File: config.mk
export PLATFORM = sky130hd
export DESIGN_NAME = trigger_record_stream_parser
export DESIGN_NICKNAME = d
export VERILOG_FILES = /design/src/hdl/tps_pkg.sv /design/src/hdl/tps_front.sv /design/src/hdl/tps_link_queue.sv /design/src/hdl/tps_back.sv /design/src/hdl/trigger_record_stream_parser.sv
export SDC_FILE = /design/constraint.sdc
export NUM_CORES = 1
export LEC_CHECK = 0
export BUFFER_PORTS_ARGS = -buffer_cell sky130_fd_sc_hd__buf_2
export CAP_MARGIN = 20
export CELL_PAD_IN_SITES_DETAIL_PLACEMENT = 1
export CELL_PAD_IN_SITES_GLOBAL_PLACEMENT = 1
export CORE_ASPECT_RATIO = 0.5
export CORE_UTILIZATION = 41
export DETAILED_ROUTE_END_ITERATION = 6
export PLACE_DENSITY_LB_ADDON = 0.1
export SLEW_MARGIN = 20
export SYNTH_ARGS = -nofsm -noshare
export SYNTH_HDL_FRONTEND = slang
export SYNTH_SLANG_ARGS = --single-unit
File: constraint.sdc
create_clock -name clk -period 3.35 [get_ports clk]
set_input_delay 0.67 -clock clk [delete_from_list [all_inputs] [get_ports clk]]
set_output_delay 0.67 -clock clk [all_outputs]
set_load 0.02 [all_outputs]
File: src/hdl/tps_pkg.sv
package tps_pkg;

  localparam int NUM_OPERATORS = 6;
  localparam int LENGTH_BITS   = 16;

  localparam logic [2:0] KIND_NONE   = 3'd0;
  localparam logic [2:0] KIND_HEADER = 3'd1;
  localparam logic [2:0] KIND_ATTR   = 3'd2;
  localparam logic [2:0] KIND_ID     = 3'd3;
  localparam logic [2:0] KIND_PATH   = 3'd4;
  localparam logic [2:0] KIND_VALUE  = 3'd5;
  localparam logic [2:0] KIND_ERROR  = 3'd6;

  localparam logic [2:0] ERR_NONE     = 3'd0;
  localparam logic [2:0] ERR_HEADER   = 3'd1;
  localparam logic [2:0] ERR_TRUNC    = 3'd2;
  localparam logic [2:0] ERR_OPERATOR = 3'd3;
  localparam logic [2:0] ERR_TYPE     = 3'd4;

  localparam logic [2:0] REG_VERSION = 3'd0;
  localparam logic [2:0] REG_BOOL    = 3'd1;
  localparam logic [2:0] REG_INT     = 3'd2;
  localparam logic [2:0] REG_FLOAT   = 3'd3;
  localparam logic [2:0] REG_STRING  = 3'd4;
  localparam logic [2:0] REG_OBJECT  = 3'd5;
  localparam logic [2:0] REG_ARRAY   = 3'd6;

  localparam logic [7:0] FLAG_ENABLE = 8'h01;
  localparam logic [7:0] FLAG_TYPE   = 8'h0E;

  typedef struct packed {
    logic [7:0] data;
    logic       last;
    logic       ver_ok;
    logic       op_ok;
    logic       nonzero;
  } word_t;

  typedef struct packed {
    logic [2:0] bool_code;
    logic [2:0] int_code;
    logic [2:0] float_code;
    logic [2:0] string_code;
    logic [2:0] object_code;
    logic [2:0] array_code;
  } codes_t;

  typedef struct packed {
    logic [2:0] kind;
    logic [7:0] data;
    logic       enabled;
    logic [2:0] op_code;
    logic [2:0] vtype;
    logic       field_end;
    logic       record_end;
    logic [7:0] records_left;
    logic       stream_end;
    logic [2:0] error;
  } result_t;

endpackage

File: src/hdl/tps_front.sv
module tps_front (
  input  logic           push,
  output logic           full,
  input  logic [7:0]     in_byte,
  input  logic           in_last,
  input  logic [7:0]     codec_version,
  output logic           wr,
  output tps_pkg::word_t wr_word,
  input  logic           link_full
);

  assign full = link_full;
  assign wr   = push && !link_full;

  always_comb begin
    wr_word.data    = in_byte;
    wr_word.last    = in_last;
    wr_word.ver_ok  = (in_byte == codec_version) && !in_last;
    wr_word.op_ok   = in_byte < 8'(tps_pkg::NUM_OPERATORS);
    wr_word.nonzero = in_byte != 8'd0;
  end

endmodule

File: src/hdl/tps_link_queue.sv
module tps_link_queue (
  input  logic           clk,
  input  logic           rst,
  input  logic           wr,
  input  tps_pkg::word_t wr_word,
  output logic           full,
  input  logic           rd,
  output tps_pkg::word_t rd_word,
  output logic           empty
);

  tps_pkg::word_t mem [2];
  logic       wptr;
  logic       rptr;
  logic [1:0] count;

  assign full    = count == 2'd2;
  assign empty   = count == 2'd0;
  assign rd_word = mem[rptr];

  always_ff @(posedge clk) begin
    if (wr) begin
      mem[wptr] <= wr_word;
    end
  end

  always_ff @(posedge clk) begin
    if (rst) begin
      wptr  <= 1'b0;
      rptr  <= 1'b0;
      count <= 2'd0;
    end else begin
      if (wr) begin
        wptr <= ~wptr;
      end
      if (rd) begin
        rptr <= ~rptr;
      end
      count <= count + 2'(wr) - 2'(rd);
    end
  end

endmodule

File: src/hdl/tps_back.sv
module tps_back (
  input  logic             clk,
  input  logic             rst,
  input  logic             link_empty,
  input  tps_pkg::word_t   word,
  output logic             rd,
  input  tps_pkg::codes_t  codes,
  input  logic             pop,
  output logic             empty,
  output tps_pkg::result_t head
);

  localparam logic [3:0] PH_VER  = 4'd0;
  localparam logic [3:0] PH_CNT  = 4'd1;
  localparam logic [3:0] PH_FLG  = 4'd2;
  localparam logic [3:0] PH_OPR  = 4'd3;
  localparam logic [3:0] PH_IDL  = 4'd4;
  localparam logic [3:0] PH_IDH  = 4'd5;
  localparam logic [3:0] PH_IDD  = 4'd6;
  localparam logic [3:0] PH_PTL  = 4'd7;
  localparam logic [3:0] PH_PTH  = 4'd8;
  localparam logic [3:0] PH_PTD  = 4'd9;
  localparam logic [3:0] PH_VFX  = 4'd10;
  localparam logic [3:0] PH_VLL  = 4'd11;
  localparam logic [3:0] PH_VLH  = 4'd12;
  localparam logic [3:0] PH_VLD  = 4'd13;
  localparam logic [3:0] PH_DONE = 4'd14;
  localparam logic [3:0] PH_SKIP = 4'd15;

  localparam int LB = tps_pkg::LENGTH_BITS;

  logic [3:0]    phase, phase_next;
  logic [7:0]    records_left, records_left_next;
  logic [LB-1:0] field_left, field_left_next;
  logic [7:0]    length_low, length_low_next;
  logic          rec_enabled, rec_enabled_next;
  logic [2:0]    rec_type, rec_type_next;

  tps_pkg::result_t res;
  tps_pkg::result_t mem [2];
  logic       wptr;
  logic       rptr;
  logic [1:0] count;
  logic       out_pop;
  logic       step;

  logic          end_fld;
  logic [3:0]    end_ph;
  logic [15:0]   len_full;
  logic [LB-1:0] field_dec;
  logic [7:0]    records_dec;

  assign out_pop = pop && (count != 2'd0);
  assign step    = !link_empty && ((count != 2'd2) || out_pop);
  assign rd      = step;
  assign empty   = count == 2'd0;
  assign head    = mem[rptr];

  assign len_full    = {word.data, length_low};
  assign field_dec   = field_left - LB'(1);
  assign records_dec = records_left - 8'd1;

  always_comb begin
    phase_next        = phase;
    records_left_next = records_left;
    field_left_next   = field_left;
    length_low_next   = length_low;
    rec_enabled_next  = rec_enabled;
    rec_type_next     = rec_type;
    end_fld           = 1'b0;
    end_ph            = PH_VLD;
    res.kind          = tps_pkg::KIND_NONE;
    res.data          = 8'd0;
    res.op_code       = 3'd0;
    res.field_end     = 1'b0;
    res.record_end    = 1'b0;
    res.error         = tps_pkg::ERR_NONE;

    unique case (phase)
      PH_VER: begin
        if (!word.ver_ok) begin
          res.error = tps_pkg::ERR_HEADER;
        end else begin
          phase_next = PH_CNT;
        end
      end
      PH_CNT: begin
        records_left_next = word.data;
        res.kind          = tps_pkg::KIND_HEADER;
        res.data          = word.data;
        phase_next        = word.nonzero ? PH_FLG : PH_DONE;
      end
      PH_FLG: begin
        rec_enabled_next = |(word.data & tps_pkg::FLAG_ENABLE);
        rec_type_next    = word.data[3:1];
        phase_next       = PH_OPR;
      end
      PH_OPR: begin
        if (!word.op_ok) begin
          res.error = tps_pkg::ERR_OPERATOR;
        end else begin
          res.kind    = tps_pkg::KIND_ATTR;
          res.op_code = word.data[2:0];
          phase_next  = PH_IDL;
        end
      end
      PH_IDL, PH_PTL, PH_VLL: begin
        length_low_next = word.data;
        phase_next      = phase + 4'd1;
      end
      PH_IDH, PH_PTH, PH_VLH: begin
        field_left_next = len_full[LB-1:0];
        if (len_full[LB-1:0] == '0) begin
          end_fld = 1'b1;
          end_ph  = phase + 4'd1;
        end else begin
          phase_next = phase + 4'd1;
        end
      end
      PH_IDD, PH_PTD, PH_VFX, PH_VLD: begin
        if (phase == PH_IDD) begin
          res.kind = tps_pkg::KIND_ID;
        end else if (phase == PH_PTD) begin
          res.kind = tps_pkg::KIND_PATH;
        end else begin
          res.kind = tps_pkg::KIND_VALUE;
        end
        res.data = word.data;
        if (phase == PH_VFX && rec_type == codes.bool_code) begin
          res.data = {7'd0, word.nonzero};
        end
        field_left_next = field_dec;
        if (field_dec == '0) begin
          end_fld = 1'b1;
          end_ph  = (phase == PH_VFX) ? PH_VLD : phase;
        end
      end
      PH_DONE, PH_SKIP: begin
      end
      default: begin
      end
    endcase

    if (end_fld) begin
      res.field_end = 1'b1;
      if (end_ph == PH_IDD) begin
        phase_next = PH_PTL;
      end else if (end_ph == PH_PTD) begin
        if (rec_type == codes.bool_code) begin
          field_left_next = LB'(1);
          phase_next      = PH_VFX;
        end else if (rec_type == codes.int_code || rec_type == codes.float_code) begin
          field_left_next = LB'(4);
          phase_next      = PH_VFX;
        end else if (rec_type == codes.string_code || rec_type == codes.object_code
                     || rec_type == codes.array_code) begin
          phase_next = PH_VLL;
        end else begin
          res.error = tps_pkg::ERR_TYPE;
        end
      end else begin
        res.record_end    = 1'b1;
        records_left_next = records_dec;
        phase_next        = (records_dec != 8'd0) ? PH_FLG : PH_DONE;
      end
    end

    if (res.error == tps_pkg::ERR_NONE && word.last
        && phase_next != PH_DONE && phase_next != PH_SKIP) begin
      res.error = tps_pkg::ERR_TRUNC;
    end
    if (res.error != tps_pkg::ERR_NONE) begin
      res.kind   = tps_pkg::KIND_ERROR;
      res.data   = 8'd0;
      phase_next = PH_SKIP;
    end

    res.enabled      = rec_enabled_next;
    res.vtype        = rec_type_next;
    res.records_left = records_left_next;
    res.stream_end   = word.last;
  end

  always_ff @(posedge clk) begin
    if (rst) begin
      phase        <= PH_VER;
      records_left <= 8'd0;
      field_left   <= '0;
      length_low   <= 8'd0;
      rec_enabled  <= 1'b0;
      rec_type     <= 3'd0;
    end else if (step) begin
      if (word.last) begin
        phase        <= PH_VER;
        records_left <= 8'd0;
        field_left   <= '0;
        length_low   <= 8'd0;
        rec_enabled  <= 1'b0;
        rec_type     <= 3'd0;
      end else begin
        phase        <= phase_next;
        records_left <= records_left_next;
        field_left   <= field_left_next;
        length_low   <= length_low_next;
        rec_enabled  <= rec_enabled_next;
        rec_type     <= rec_type_next;
      end
    end
  end

  always_ff @(posedge clk) begin
    if (step) begin
      mem[wptr] <= res;
    end
  end

  always_ff @(posedge clk) begin
    if (rst) begin
      wptr  <= 1'b0;
      rptr  <= 1'b0;
      count <= 2'd0;
    end else begin
      if (step) begin
        wptr <= ~wptr;
      end
      if (out_pop) begin
        rptr <= ~rptr;
      end
      count <= count + 2'(step) - 2'(out_pop);
    end
  end

endmodule

File: src/hdl/trigger_record_stream_parser.sv
// Trigger record stream parser.
// Input queue side: drive in_byte/in_last with push; a word is taken at a
// clock edge with push high and full low. in_last marks the buffer's final
// byte, after which the parser expects a new version byte.
// Result queue side: while empty is low the oldest result sits on the out_*
// ports; pop at a clock edge with empty low takes it. Every input word gives
// exactly one result word.
// A taken word is registered in the link queue, its result in the two-entry
// result queue; one word per cycle while pop keeps up. The front classifies
// each byte against the version and operator limits, a two-entry queue
// feeds the back, and the back updates the parse state and writes results.
// When pop is held low the result queue fills, the back stops draining the
// link queue, and full rises two words later; nothing is dropped.
// Configuration: APB registers at 4*i (version, then the six value type
// codes); write them only while the block is idle. pready is always high.
// Reset (rst, synchronous) empties both queues, returns the parser to the
// version byte and restores the register defaults.
module trigger_record_stream_parser (
  input  logic        clk,
  input  logic        rst,
  input  logic        psel,
  input  logic        penable,
  input  logic        pwrite,
  input  logic [4:0]  paddr,
  input  logic [31:0] pwdata,
  output logic [31:0] prdata,
  output logic        pready,
  input  logic        push,
  output logic        full,
  input  logic [7:0]  in_byte,
  input  logic        in_last,
  output logic        empty,
  input  logic        pop,
  output logic [2:0]  out_kind,
  output logic [7:0]  out_data,
  output logic        out_enabled,
  output logic [2:0]  out_op_code,
  output logic [2:0]  out_value_type,
  output logic        out_field_end,
  output logic        out_record_end,
  output logic [7:0]  out_records_left,
  output logic        out_stream_end,
  output logic [2:0]  out_error
);

  logic [7:0]       codec_version;
  tps_pkg::codes_t  codes;
  logic             cfg_wr;
  logic [2:0]       cfg_index;
  logic             wr;
  tps_pkg::word_t   wr_word;
  logic             link_full;
  logic             link_empty;
  logic             rd;
  tps_pkg::word_t   rd_word;
  tps_pkg::result_t head;

  assign pready    = 1'b1;
  assign cfg_wr    = psel && penable && pwrite && pready;
  assign cfg_index = paddr[4:2];

  always_ff @(posedge clk) begin
    if (rst) begin
      codec_version     <= 8'd1;
      codes.bool_code   <= 3'd0;
      codes.int_code    <= 3'd1;
      codes.float_code  <= 3'd2;
      codes.string_code <= 3'd3;
      codes.object_code <= 3'd4;
      codes.array_code  <= 3'd5;
    end else if (cfg_wr) begin
      unique case (cfg_index)
        tps_pkg::REG_VERSION: codec_version     <= pwdata[7:0];
        tps_pkg::REG_BOOL:    codes.bool_code   <= pwdata[2:0];
        tps_pkg::REG_INT:     codes.int_code    <= pwdata[2:0];
        tps_pkg::REG_FLOAT:   codes.float_code  <= pwdata[2:0];
        tps_pkg::REG_STRING:  codes.string_code <= pwdata[2:0];
        tps_pkg::REG_OBJECT:  codes.object_code <= pwdata[2:0];
        tps_pkg::REG_ARRAY:   codes.array_code  <= pwdata[2:0];
        default: begin
        end
      endcase
    end
  end

  always_comb begin
    unique case (cfg_index)
      tps_pkg::REG_VERSION: prdata = {24'd0, codec_version};
      tps_pkg::REG_BOOL:    prdata = {29'd0, codes.bool_code};
      tps_pkg::REG_INT:     prdata = {29'd0, codes.int_code};
      tps_pkg::REG_FLOAT:   prdata = {29'd0, codes.float_code};
      tps_pkg::REG_STRING:  prdata = {29'd0, codes.string_code};
      tps_pkg::REG_OBJECT:  prdata = {29'd0, codes.object_code};
      tps_pkg::REG_ARRAY:   prdata = {29'd0, codes.array_code};
      default:              prdata = 32'd0;
    endcase
  end

  tps_front u_front (
    .push          (push),
    .full          (full),
    .in_byte       (in_byte),
    .in_last       (in_last),
    .codec_version (codec_version),
    .wr            (wr),
    .wr_word       (wr_word),
    .link_full     (link_full)
  );

  tps_link_queue u_link (
    .clk     (clk),
    .rst     (rst),
    .wr      (wr),
    .wr_word (wr_word),
    .full    (link_full),
    .rd      (rd),
    .rd_word (rd_word),
    .empty   (link_empty)
  );

  tps_back u_back (
    .clk        (clk),
    .rst        (rst),
    .link_empty (link_empty),
    .word       (rd_word),
    .rd         (rd),
    .codes      (codes),
    .pop        (pop),
    .empty      (empty),
    .head       (head)
  );

  assign out_kind         = head.kind;
  assign out_data         = head.data;
  assign out_enabled      = head.enabled;
  assign out_op_code      = head.op_code;
  assign out_value_type   = head.vtype;
  assign out_field_end    = head.field_end;
  assign out_record_end   = head.record_end;
  assign out_records_left = head.records_left;
  assign out_stream_end   = head.stream_end;
  assign out_error        = head.error;

endmodule

; ---- Word-level counts from Yosys, hierarchy flattened
; Memories as Yosys holds them, arrays and structs flattened. A register that Yosys moved wholly into a read port is not among the register bits.
; Cells that the tools add are included.
[op_classes]
addsub = 7
magnitude_cmp = 1
eq_ne = 32
mux = 70
n_bitwise = 4
n_reduce_logical = 40
[ops]
columns = cell, n
row1 = $mux 16, 6
row2 = $mux 4, 16
row3 = $mux 8, 8
row4 = $pmux 8 s7, 1
row5 = $mux 3, 12
row6 = $logic_not 16->1, 2
row7 = $pmux 16 s2, 1
row8 = $eq 4x4->1 const B, 7
row9 = $pmux 4 s6, 1
row10 = $eq 4x3->1 const B, 5
row11 = $eq 3x3->1, 6
row12 = $mux 1, 16
row13 = $pmux 8 s2, 1
row14 = $reduce_and 2->1, 8
row15 = $reduce_bool 8->1, 2
row16 = $sub 16x1->16 const B, 1
row17 = $mux 11, 1
row18 = $logic_and 1x1->1, 10
row19 = $eq 3x3->1 const B, 3
row20 = $pmux 3 s3, 1
row21 = $eq 4x2->1 const B, 2
row22 = $eq 8x8->1, 1
row23 = $lt 8x3->1 const B, 1
row24 = $ne 4x4->1 const B, 2
row25 = 23 further kinds, 40
[totals]
ff_bits = 74
mem_bits_rw = 88
inputBits = 53
out_inout_bits = 67
n_memories = 2
[memory_table]
columns = memory, depth, width, rd, rd_clocked_by_memory_dff, wr, line
row1 = u_back.mem, 2, 32, 1, 1, 1, tps_back.sv:40  ; tps_pkg::result_t mem [2];
row2 = u_link.mem, 2, 12, 1, 1, 1, tps_link_queue.sv:12  ; tps_pkg::word_t mem [2];

; ---- Logic depth before layout (Yosys ltp)
; Gate-level depths: netlist (run 1).
[depth]
word_depth = 17
mapped_depth = 15

; ---- Modules after synthesis
; Synthesis (run 1) repeated with hierarchy kept, for this count alone.
[hier_totals]
hier_cells = 913
area_unflattened_um2 = 9019.9
[by_module_without_submodules]
columns = module, n_inst, cells_per_inst, area_each_um2, seq_area_each_um2
row1 = tps_back, 1, 663, 6228.5, 2822.7
row2 = trigger_record_stream_parser, 1, 165, 1511.4, 520.5
row3 = tps_link_queue, 1, 58, 1086.0, 820.8
row4 = tps_front, 1, 27, 193.9, 0.0

; ---- Worst setup path before layout (run 1)
; No wires, ideal clock.
[synth_path]
path_type = register to register
from = memory u_link.mem[1][5] in the netlist's numbering
to = memory u_back.mem[0][31] in the netlist's numbering, data pin
arrival_ns = 3.391
slack_ns = -0.304
path_stages_with_launch = 15
period_less_slack_ns = 3.654
cell_sequence = edfxtp_1 > nor4_1 > a22oi_1 > nor3_1 > ha_1 > nor2b_1 > o21ai_0 > o311a_1 > a211oi_1 > nor4_1 > a2111oi_4 > o21ai_0 > o211ai_2 > buf_4 > a211o_1
[synth_lines]
columns = item, line
row1 = start: declaration, tps_link_queue.sv:12
row2 = end: declaration, tps_back.sv:40

==> impl_metrics.toml, run 1 <==
[status]
status = "complete, but fails checks"
violations = "setup timing"

[flow_run]
maxCapViolCount = 0

[place]
placed_area_sq_um = 10800
hpwlAfterDp_um = 22000
port_buffers = 68
place_inst = 1417
place_ws_ps = -350
place_congestion = 0.924

[sta]
final.min_clock_period_ps = 3540
max_freq_mhz = 283
rsz0062_at_grt = "yes"
timing.final.ws_setup_ps = -189
tightest_slew_ps = 1050
finalCritPeriodShare_pct = 106
finalSetupViolCount = 29
fin_worst_skew_ps = 18.5
drv_slew = 0
tns_ps = -2560
maxSlewHeadroom_pct = 29.7
finalHoldViolations = 0

[route]
drtPass1Iterations = 5
wl_um = 30900
dr_total_vias = 8227
antenna_left = 0
drc = 0
vias_per_cell = 5.58
wl_per_cell_um = 20.9
drt_iter0_drc = 483

[layout]
final_common_cell = "buf_4"
stdcell_area_sq_um = 12200
nNetsFinal = 1227
antenna_cells = 0
area_growth_pct = 32.7
instances_no_fill = 1474
final_cell_mix = "150 x buf_4, 105 x nor2_1, 88 x edfxtp_1"
drive_above_1_share_pct = 37.3
fillers = 2450

[critical_path]
crit_path_end_kind = "register"
crit_arrival_ps = 3780
cp.required_ps = 3590
critPathMaxFanout = 5
start_kind = "register"
reg2reg_to = "u_back.mem[1][23]$_DFFE_PP_"
r2r_cells = 12
r2r_setup_slack_ps = -190
crit_type = "reg2reg"
r2r_start = "u_back.field_left[0]$_SDFFE_PP0P_"

[yosys]
synth_area_sq_um = 9220
post_synth.cell_area_avg_sq_um = 9.61
ys_seq_area_share_pct = 45.2
synth.distinct_cells = 86
ys_warn_count = 0
synth-seq-cells = 164
synthArstFlopShare_pct = 0
synth_ff_type = "edfxtp_1"
synth_edf_count = 88
synth_cells = 960

[global_routing]
grt_pass1_wl_um = 46900
grtUsageTotal_pct = 26.8
grt_pass1_vias = 8183
grt_antenna_before_repair = 0
grt_max_degree = 47
grt_overflow = 0

[die]
pin_count = 120
die_height_um = 108
die-area_sq_um = 23100
core_sq_um = 21900
start_util_pct = 42.2
rows = 38
dieWidth_um = 214

[power]
peakVddDrop_mv = 0.367
p_leak_nw = 4.68
power_density_nw_per_um2 = 754
total_power_mw = 9.22

[worst_hold_path]
min_path_cells = 1
min-delay-start = "in_last"
hp-class = "in2reg"
holdPathEnd = "u_link.mem[1][3]$_DFFE_PP_"

[clock_tree]
cts_root_buffer = "clkbuf_16"
cts_buffer_depth = 2
numCtsBuffers = 17
clk_latency_ps = 460
cts_sinks = 164
htreeDepth = 4
cts_tree = "yes"
cts_hold_buf = 0
cts.clk_slew.worst_paths_ps = 70
==> layout make-up <==
type,instances,area [sq um],area share (%)
clock inverters,14,129,1.05
multi-input cells,719,5320,43.4
repair buffers,240,1740,14.2
inverters,19,76.3,0.624
flip-flops and latches,164,4180,34.1
clock buffers,18,429,3.51
well taps,300,375,3.07
==> Yosys cell counts, types with 4 or more instances <==
cell	number	share of area, %
o211ai_1	6	0.49
o31ai_1	4	0.33
inv_1	18	0.73
nor3b_1	6	0.49
nor4_1	15	1.0
dfxtp_1	76	16
nand3_1	32	1.7
nor3_1	27	1.5
a211oi_1	18	1.5
a31oi_1	8	0.54
and2_1	13	0.88
nand3b_1	5	0.41
a22oi_1	26	2.1
xor2_1	17	1.6
buf_4	27	2.2
or3_1	7	0.47
buf_1	7	0.28
xnor2_1	18	1.7
a21o_1	5	0.41
and3_1	7	0.47
clkbuf_1	39	1.6
o21ai_1	4	0.22
mux2_2	40	4.9
nor2_1	110	4.5
mux2i_1	21	2.3
or2_2	6	0.41
edfxtp_1	88	29
buf_2	7	0.38
a221o_1	7	0.76
o21ai_0	38	2.1
nor2b_1	15	1.0
nand2_1	79	3.2
nand2b_1	4	0.27
a21oi_1	53	2.9
nand4_1	7	0.47
ha_1	13	1.8
a211o_1	13	1.2
==> power breakdown <==
group / internal [mW] / leakage, nW / switching [mW]
logic: 1.70 / 2.96 / 2.71
registers: 2.68 / 1.45 / 0.205
clock network: 1.03 / 0.273 / 0.893
==> cell families (layout without fill, tap and decap cells) <==
kind of cell,after synthesis,after routing,share of synthesized area [%]
compound gates,223,223,17.1
xor+xnor,35,35,3.32
fa+ha+maj,13,13,1.76
buf+inv,100,291,5.35
flops,164,164,45.2
mux,62,62,7.41
other cells,2,25,0.0814
simple gates,361,361,19.8
==> how the worst max path moves through the flow <==
stage | cells after the start | startpoint | endpoint | slack, ps
after floorplan | 14 | u_back.field_left[0]$_SDFFE_PP0P_ | u_back.mem[0][31]$_DFFE_PP_ | -2
after global placement | 12 | register | u_back.mem[1][23]$_DFFE_PP_ | -230
after detailed placement | 12 | register | u_back.mem[0][23]$_DFFE_PP_ | -350
after CTS | 13 | u_back.phase[0]$_SDFFE_PP0P_ | u_back.mem[1][31]$_DFFE_PP_ | -120
after global routing | 12 | u_back.length_low[0]$_SDFFE_PP0P_ | u_back.mem[1][23]$_DFFE_PP_ | -350
final | 12 | u_back.field_left[0]$_SDFFE_PP0P_ | u_back.mem[1][23]$_DFFE_PP_ | -190
==> sequential cells by signal (all words and copies together) (netlist names), 2 cells and up, named ones only <==
| register | flops |
|---|---|
| codec_version | 8 |
| codes | 18 |
| u_back.count | 2 |
| u_back.field_left | 16 |
| u_back.length_low | 8 |
| u_back.mem | 64 |
| u_back.phase | 4 |
| u_back.rec_type | 3 |
| u_back.records_left | 8 |
| u_link.count | 2 |
| u_link.mem | 24 |
==> worst max-delay path, stage by stage (launching register included) <==
cell and delay, ps:
dfxtp_2 350, inv_4 40, ha_4 170, o21ba_4 220, nor3_1 40, or4_4 440
and2_4 170, or4_4 540, a2111oi_4 450, o21a_1 250, o211ai_4 160, buf_6 160
a2111oi_4 330
==> layer usage <==
layer / vias up / global-route usage (%) / share of wire (%) / wire length, um
li1: 3900 / - / - / -
met1: 4138 / 38.1 / 49 / 15200
met2: 167 / 42.7 / 45 / 13900
met3: 22 / 4.28 / 4.4 / 1370
met4: 0 / 6.48 / 1.1 / 329
met5: - / 0 / 0 / 0
==> through the flow <==
step                      hold WS (ps)  utilization [%]
after floorplan                    450                -
after global placement             467             49.2
after global routing               425             55.9
final                              428             55.9
after CTS                          408             53.2
after detailed placement           476             49.2
==> repair_timing <==
action,4_1_cts,5_1_grt
resized for setup,59,106
gates cloned,3,0
setup buffers,10,16
pin swaps,28,42
endpoints found under the setup margin,57,68
(Power assumes the default switching activity.)
==> run 2, diff against run 1 <==
--- a/config.mk
+++ b/config.mk
@@ -5,12 +5,13 @@
 export SDC_FILE = /design/constraint.sdc
 export NUM_CORES = 1
 export LEC_CHECK = 0
+export ABC_AREA = 1
 export BUFFER_PORTS_ARGS = -buffer_cell sky130_fd_sc_hd__buf_2
 export CAP_MARGIN = 20
 export CELL_PAD_IN_SITES_DETAIL_PLACEMENT = 1
 export CELL_PAD_IN_SITES_GLOBAL_PLACEMENT = 1
 export CORE_ASPECT_RATIO = 0.5
-export CORE_UTILIZATION = 41
+export CORE_UTILIZATION = 39
 export DETAILED_ROUTE_END_ITERATION = 6
 export PLACE_DENSITY_LB_ADDON = 0.1
 export SLEW_MARGIN = 20
==> run 2 against run 1 <==
Compared with the run above:
- critical path depth grew 10
- sequential power about the same
- cell area fell by 13%
- sequential share of layout area increased by 5.1 points
- via count down 6.5%
- the flow now finishes without violations
==> impl_metrics.toml, run 2 <==
[route]
met2_length_um = 12700
drt-met1-wl_um = 13500
vias_per_cell = 5.15
top_layer = "met4"
wl_per_cell_um = 18.6
drc = 0
drtPass1Iterations = 4
drt_iter0_drc = 393
dr_total_vias = 7691
route.met3.wl_um = 1170
antenna_left = 0
wl_um = 27800

[sta]
hold_slack_ps = 457
maxSlewHeadroom_pct = 33.6
finalHoldViolations = 0
finalCritPeriodShare_pct = 99.1
tightest_slew_ps = 986
fin_worst_skew_ps = 8.07
timing.final.ws_setup_ps = 31.8
final.min_clock_period_ps = 3320
max_freq_mhz = 301
finalSetupViolCount = 0
drv_slew = 0
rsz0062_at_grt = "yes"

[critical_path]
cpMaxStageDelayCell = "dfxtp_1"
cp.required_ps = 3550
cpMostUsedCell = "inv_2"
crit_path_end_kind = "register"
crit_buf_inv = 7
worst_path_dominant_cell_family = "simple AND/OR/NAND/NOR gates"
crit_type = "reg2reg"
critPathMaxFanout = 5
cp_cell_sequence = "inv_2 > ha_4 > inv_1 > buf_4 > o21ai_2 > nand2_1 > inv_2 > nand2_2 > nor3_4 > nand3_2 > nand2_1 > nand2_1 > nand2_2 > inv_2 > nand3b_1 > inv_1 > o21ai_2 > nand2_2 > o21ai_4 > nand3_4 > inv_2 > nand3_2"
crit_arrival_ps = 3520
max_stage_delay_ps = 320
start_kind = "register"

[place]
place_congestion = 0.886
place_ws_ps = -68.9
port_buffers = 68
hpwlAfterDp_um = 20400
place_inst = 1452

[global_routing]
grtUsageTotal_pct = 24.6
grt_pass1_wl_um = 42800
grt_antenna_before_repair = 0
grt_overflow = 0
grt_pass1_vias = 7869
grt_max_degree = 44

[layout]
area_growth_pct = 20.6
seqCellArea_sq_um = 4170
largest_reg_flops = 64
antenna_cells = 0
drive_above_1_share_pct = 24.0
fillers = 2669
final_common_cell = "nand2_1"
nNetsFinal = 1247
instances_no_fill = 1494
multi_input_area_sq_um = 4190
final_cell_mix = "209 x nand2_1, 109 x inv_1, 105 x nor2_1"
reg_top3 = "u_back.mem (64), u_link.mem (24), codes (18)"
regMostFlops = "u_back.mem"
post-route-util_pct = 48.5

[yosys]
post_synth.cell_area_avg_sq_um = 8.23
synthTopCellsByCount = "227 x nand2_1, 128 x nor2_1, 110 x inv_1"
synthTopCellsByArea = "edfxtp_1 30%, dfxtp_1 17%, nand2_1 9.7%"
synth_area_sq_um = 8820
synth_cells = 1072
ys_warn_count = 0
ys_seq_area_share_pct = 47.2
synth_top_cell_area_share_pct = 30.0
synth_ff_type = "edfxtp_1"
yosysMostFrequentCell = "nand2_1"
synth.distinct_cells = 53
yosysTopAreaCell = "edfxtp_1"
synthArstFlopShare_pct = 0
synth_edf_count = 88
synth-seq-cells = 164

[clock_tree]
cts_sinks = 164
cts.clk_slew.worst_paths_ps = 70
clk_latency_ps = 450
htreeDepth = 4
numCtsBuffers = 17
cts_tree = "yes"
cts_root_buffer = "clkbuf_16"
cts_hold_buf = 0
cts_buffer_depth = 2

[die]
rows = 38
core_sq_um = 21900
die-area_sq_um = 23300
die_height_um = 108
pin_count = 120
dieWidth_um = 215
start_util_pct = 40.2

[power]
p_leak_nw = 4.46
power_density_nw_per_um2 = 855
peakVddDrop_mv = 0.393

[status]
status = "complete, no violations"

[flow_run]
maxCapViolCount = 0

[worst_hold_path]
hp-class = "in2reg"
run 2: kinds of logic (layout without fill, tap and decap cells):
| family | count (synthesis) | after routing | synth area share, % |
|---|---|---|---|
| AO/OA/AOI/OAI | 197 | 197 | 12.7 |
| adder cells (fa/ha/maj) | 13 | 13 | 1.84 |
| XOR/XNOR | 34 | 34 | 3.38 |
| other | 2 | 25 | 0.0852 |
| AND/OR/NAND/NOR | 445 | 446 | 21.5 |
| buffers and inverters | 184 | 282 | 9.07 |
| multiplexers | 33 | 33 | 4.20 |
| flip-flops | 164 | 164 | 47.2 |
run 2: path summary, 6_finish.rpt:
check,startpoint,end,slack [ps],cells after the start
max,u_back.field_left[0]$_SDFFE_PP0P_,u_back.mem[1][30]$_DFFE_PP_,30,22
min,in_byte[0],u_link.mem[0][4]$_DFFE_PP_,460,1
max reg2reg,u_back.field_left[0]$_SDFFE_PP0P_,u_back.mem[1][30]$_DFFE_PP_,30,22
min reg2reg,u_link.rptr$_SDFFE_PP0P_,u_link.rptr$_SDFFE_PP0P_,460,1
run 2: report_power, final:
group | total, mW | leakage (nW) | switching [mW] | internal [mW]
sequential | 2.86 | 1.45 | 0.185 | 2.67
clock | 2.19 | 0.315 | 0.844 | 1.35
combinational | 4.05 | 2.70 | 2.71 | 1.34
total | 9.09 | 4.46 | 3.74 | 5.36
run 2: what timing repair did:
item | CTS | global route
endpoints found under the setup margin | 14 | 51
cloned | 0 | 1
buffers inserted | 0 | 9
gates resized for setup | 3 | 67
pin swaps | 0 | 27
run 2: worst reg2reg max path: stages, from the launching register on:
cell and delay [ps]:
dfxtp_1 320, inv_2 110, ha_4 160, inv_1 70, buf_4 150, o21ai_2 140, nand2_1 90, inv_2 70
nand2_2 70, nor3_4 320, nand3_2 130, nand2_1 80, nand2_1 100, nand2_2 90, inv_2 50, nand3b_1 140
inv_1 70, o21ai_2 200, nand2_2 90, o21ai_4 250, nand3_4 170, inv_2 110, nand3_2 70
run 2: layout make-up:
type                       instances  area share, %
multi-input combinational        748           39.4
sequential                       164           39.2
timing repair buffer             125           7.26
inverter                         125           4.46
clock buffer                      20           4.20
tap                              300           3.53
clock inverter                    12           1.91
run 2: through the flow:
step	instance area, sq um	power (mW)	TNS (ps)
2_1_floorplan	8910	5.26	0
3_3_place_gp	9670	6.53	0
3_5_place_dp	9670	6.68	-407
4_1_cts	10300	8.90	0
5_1_grt	10600	9.65	-3300
6_report	10600	9.09	0
run 2: layer usage:
| layer | vias to the layer above | track usage [%] |
|---|---|---|
| met2 | 149 | 39.6 |
| met3 | 34 | 5.04 |
| li1 | 3728 | - |
| met4 | 0 | 8.16 |
| met5 | - | 0 |
| met1 | 3780 | 33.2 |
==> run 3, diff against run 2 <==
--- a/config.mk
+++ b/config.mk
@@ -11,7 +11,7 @@
 export CELL_PAD_IN_SITES_DETAIL_PLACEMENT = 1
 export CELL_PAD_IN_SITES_GLOBAL_PLACEMENT = 1
 export CORE_ASPECT_RATIO = 0.5
-export CORE_UTILIZATION = 39
+export CORE_UTILIZATION = 47
 export DETAILED_ROUTE_END_ITERATION = 6
 export PLACE_DENSITY_LB_ADDON = 0.1
 export SLEW_MARGIN = 20
==> constraint.sdc (replaced) <==
create_clock -name clk -period 4.2 [get_ports clk]
set_input_delay 0.84 -clock clk [delete_from_list [all_inputs] [get_ports clk]]
set_output_delay 0.84 -clock clk [all_outputs]
set_load 0.02 [all_outputs]
==> run 3 against run 2 <==
Compared with the run above:
- sequential share of layout area increased by 2.9 points
- clock-buffer cell count decreased by 1
- critical path depth decreased by 2
- clock skew increased by 4.9 ps
- die area decreased by 17%
- routed wire length decreased by 5.8%
==> impl_metrics.toml, run 3 (same netlist as run 2, synthesis figures left out) <==
[clock_tree]
cts_buffer_depth = 2
htreeDepth = 4
ctsResizeCount = 0
numCtsBuffers = 17
cts_tree = "yes"
post_cts_buffers = 0
cts.clk_slew.worst_paths_ps = 70
clk_latency_ps = 440
cts_sinks = 164
cts_hold_buf = 0
cts_root_buffer = "clkbuf_16"

[die]
start_util_pct = 49.4
pin_count = 120
dieWidth_um = 196
core_sq_um = 17900
rows = 34
die-area_sq_um = 19400
die_height_um = 98.9

[critical_path]
reg2reg_to = "u_back.mem[1][30]$_DFFE_PP_"
crit_type = "reg2reg"
cp.required_ps = 4370
crit_path_end_kind = "register"
r2r_setup_slack_ps = 470
crit_arrival_ps = 3910
max_stage_delay_ps = 670
cpMaxStageDelayCell = "o21ai_2"
r2r_start = "u_back.phase[0]$_SDFFE_PP0P_"
critPathMaxFanout = 12
r2r_cells = 20
start_kind = "register"
cp_cell_sequence = "inv_1 > ha_1 > inv_1 > o21ai_2 > inv_1 > nor2_1 > nand3b_2 > inv_2 > nand2_1 > nand2_1 > inv_2 > nand3b_1 > nor2_1 > inv_2 > nand2_1 > nand2_1 > o21ai_2 > nand3_4 > inv_2 > nand3_1"

[layout]
final_common_cell = "nand2_1"
fillers = 2207
largest_reg_flops = 64
nNetsFinal = 1203
reg_top3 = "u_back.mem (64), u_link.mem (24), codes (18)"
final_cell_mix = "227 x nand2_1, 125 x nor2_1, 110 x inv_1"
drive_above_1_share_pct = 16.2
area_growth_pct = 12.1
regMostFlops = "u_back.mem"
antenna_cells = 0

[sta]
hold_slack_ps = 468
tightest_slew_ps = 1080
finalCritPeriodShare_pct = 88.9
drv_slew = 0
final.min_clock_period_ps = 3730
rsz0062_at_grt = "no"
fin_worst_skew_ps = 13.0
timing.final.ws_setup_ps = 467
tns_ps = 0
finalHoldViolations = 0
finalSetupViolCount = 0
maxSlewHeadroom_pct = 27.9
max_freq_mhz = 268

[power]
pwr-share-seq_pct = 34.6
clockPowerShare_pct = 22.4
combPwrFrac_pct = 43.0
total_power_mw = 6.61
p_sw_mw = 2.84
power_density_nw_per_um2 = 668
switching_share_pct = 43.0
peakVddDrop_mv = 0.300
internal_power_mw = 3.77
p_leak_nw = 4.15

[route]
drtPass1Iterations = 4
drt_iter0_drc = 386
antenna_left = 0
dr_total_vias = 7566
wl_per_cell_um = 18.9
wl_um = 26200
drc = 0
vias_per_cell = 5.47

[worst_hold_path]
min_path_cells = 1
min-delay-start = "u_back.rptr$_SDFFE_PP0P_"
hp-class = "reg2reg"

[global_routing]
grt_antenna_before_repair = 1
grt_overflow = 0
grt_pass1_vias = 7808
grt_max_degree = 44
grtUsageTotal_pct = 28.3
grt_pass1_wl_um = 41600

[place]
hpwlAfterDp_um = 18900
place_ws_ps = 508
place_congestion = 0.948
port_buffers = 68

[flow_run]
maxCapViolCount = 0

[status]
status = "complete, no violations"
-- run 3: cell types whose count changed in the layout (fill, tap and decap cells not counted), moves of 6 or more --
cell	delta
nand2_1	+18
buf_4	-43
nand2_2	-17
nor2_2	-15
nor2_1	+20
dfxtp_1	+6
-- run 3: cell type report --
class / instances / area, sq um / share of cell area [%]
Sequential cell: 164 / 4160 / 42.1
Multi-Input combinational cell: 747 / 3960 / 40.0
Inverter: 125 / 474 / 4.79
Timing Repair Buffer: 82 / 458 / 4.63
Clock buffer: 19 / 443 / 4.48
Tap cell: 234 / 293 / 2.96
Clock inverter: 13 / 100 / 1.01
-- run 3: worst max-delay path by stage --
stage                                      startpoint                                  end  slack, ps  cells past startpoint
finish                   u_back.phase[0]$_SDFFE_PP0P_          u_back.mem[1][30]$_DFFE_PP_        470                     20
global route        u_back.field_left[0]$_SDFFE_PP0P_  u_back.records_left[4]$_SDFFE_PP0P_        120                     20
detailed placement       u_back.phase[0]$_SDFFE_PP0P_          u_back.mem[0][30]$_DFFE_PP_        510                     20
floorplan                                         pop           u_back.mem[0][0]$_DFFE_PP_        960                      6
CTS                      u_back.phase[0]$_SDFFE_PP0P_          u_back.mem[1][30]$_DFFE_PP_        490                     20
global placement         u_back.phase[0]$_SDFFE_PP0P_          u_back.mem[1][30]$_DFFE_PP_        570                     20
-- run 3: stage by stage --
step                      instance area, sq um  util, %  std cells
after floorplan                           8910        -       1095
after global placement                    9350     52.3       1352
after detailed placement                  9350     52.3       1352
after CTS                                 9890     55.3       1384
after global routing                      9890     55.4       1384
final                                     9890     55.4       1384
-- run 3: metal layers --
metal | up-vias | track usage (%) | wire (um)
met3 | 27 | 4.24 | 1130
met4 | 0 | 7.09 | 320
met5 | - | 0 | 0
li1 | 3644 | - | -
met1 | 3704 | 39.2 | 12800
met2 | 191 | 46.7 | 12000
-- run 3: power by group through the flow --
stage	clock, mW	sequential (mW)	combinational (mW)
global placement	0	2.29	2.74
finish	1.48	2.29	2.84
global route	1.55	2.32	3.11
floorplan	0	2.26	1.94
CTS	1.50	2.29	2.83
detailed placement	0	2.32	2.81
-- run 3: critical path: cells and delay by family, from the launching register on --
family / cells / cell delay [ps]
AND/OR/NAND/NOR: 10 / 1190
AO/OA/AOI/OAI: 2 / 870
buffers and inverters: 7 / 820
flip-flops: 1 / 410
adder cells (fa/ha/maj): 1 / 160
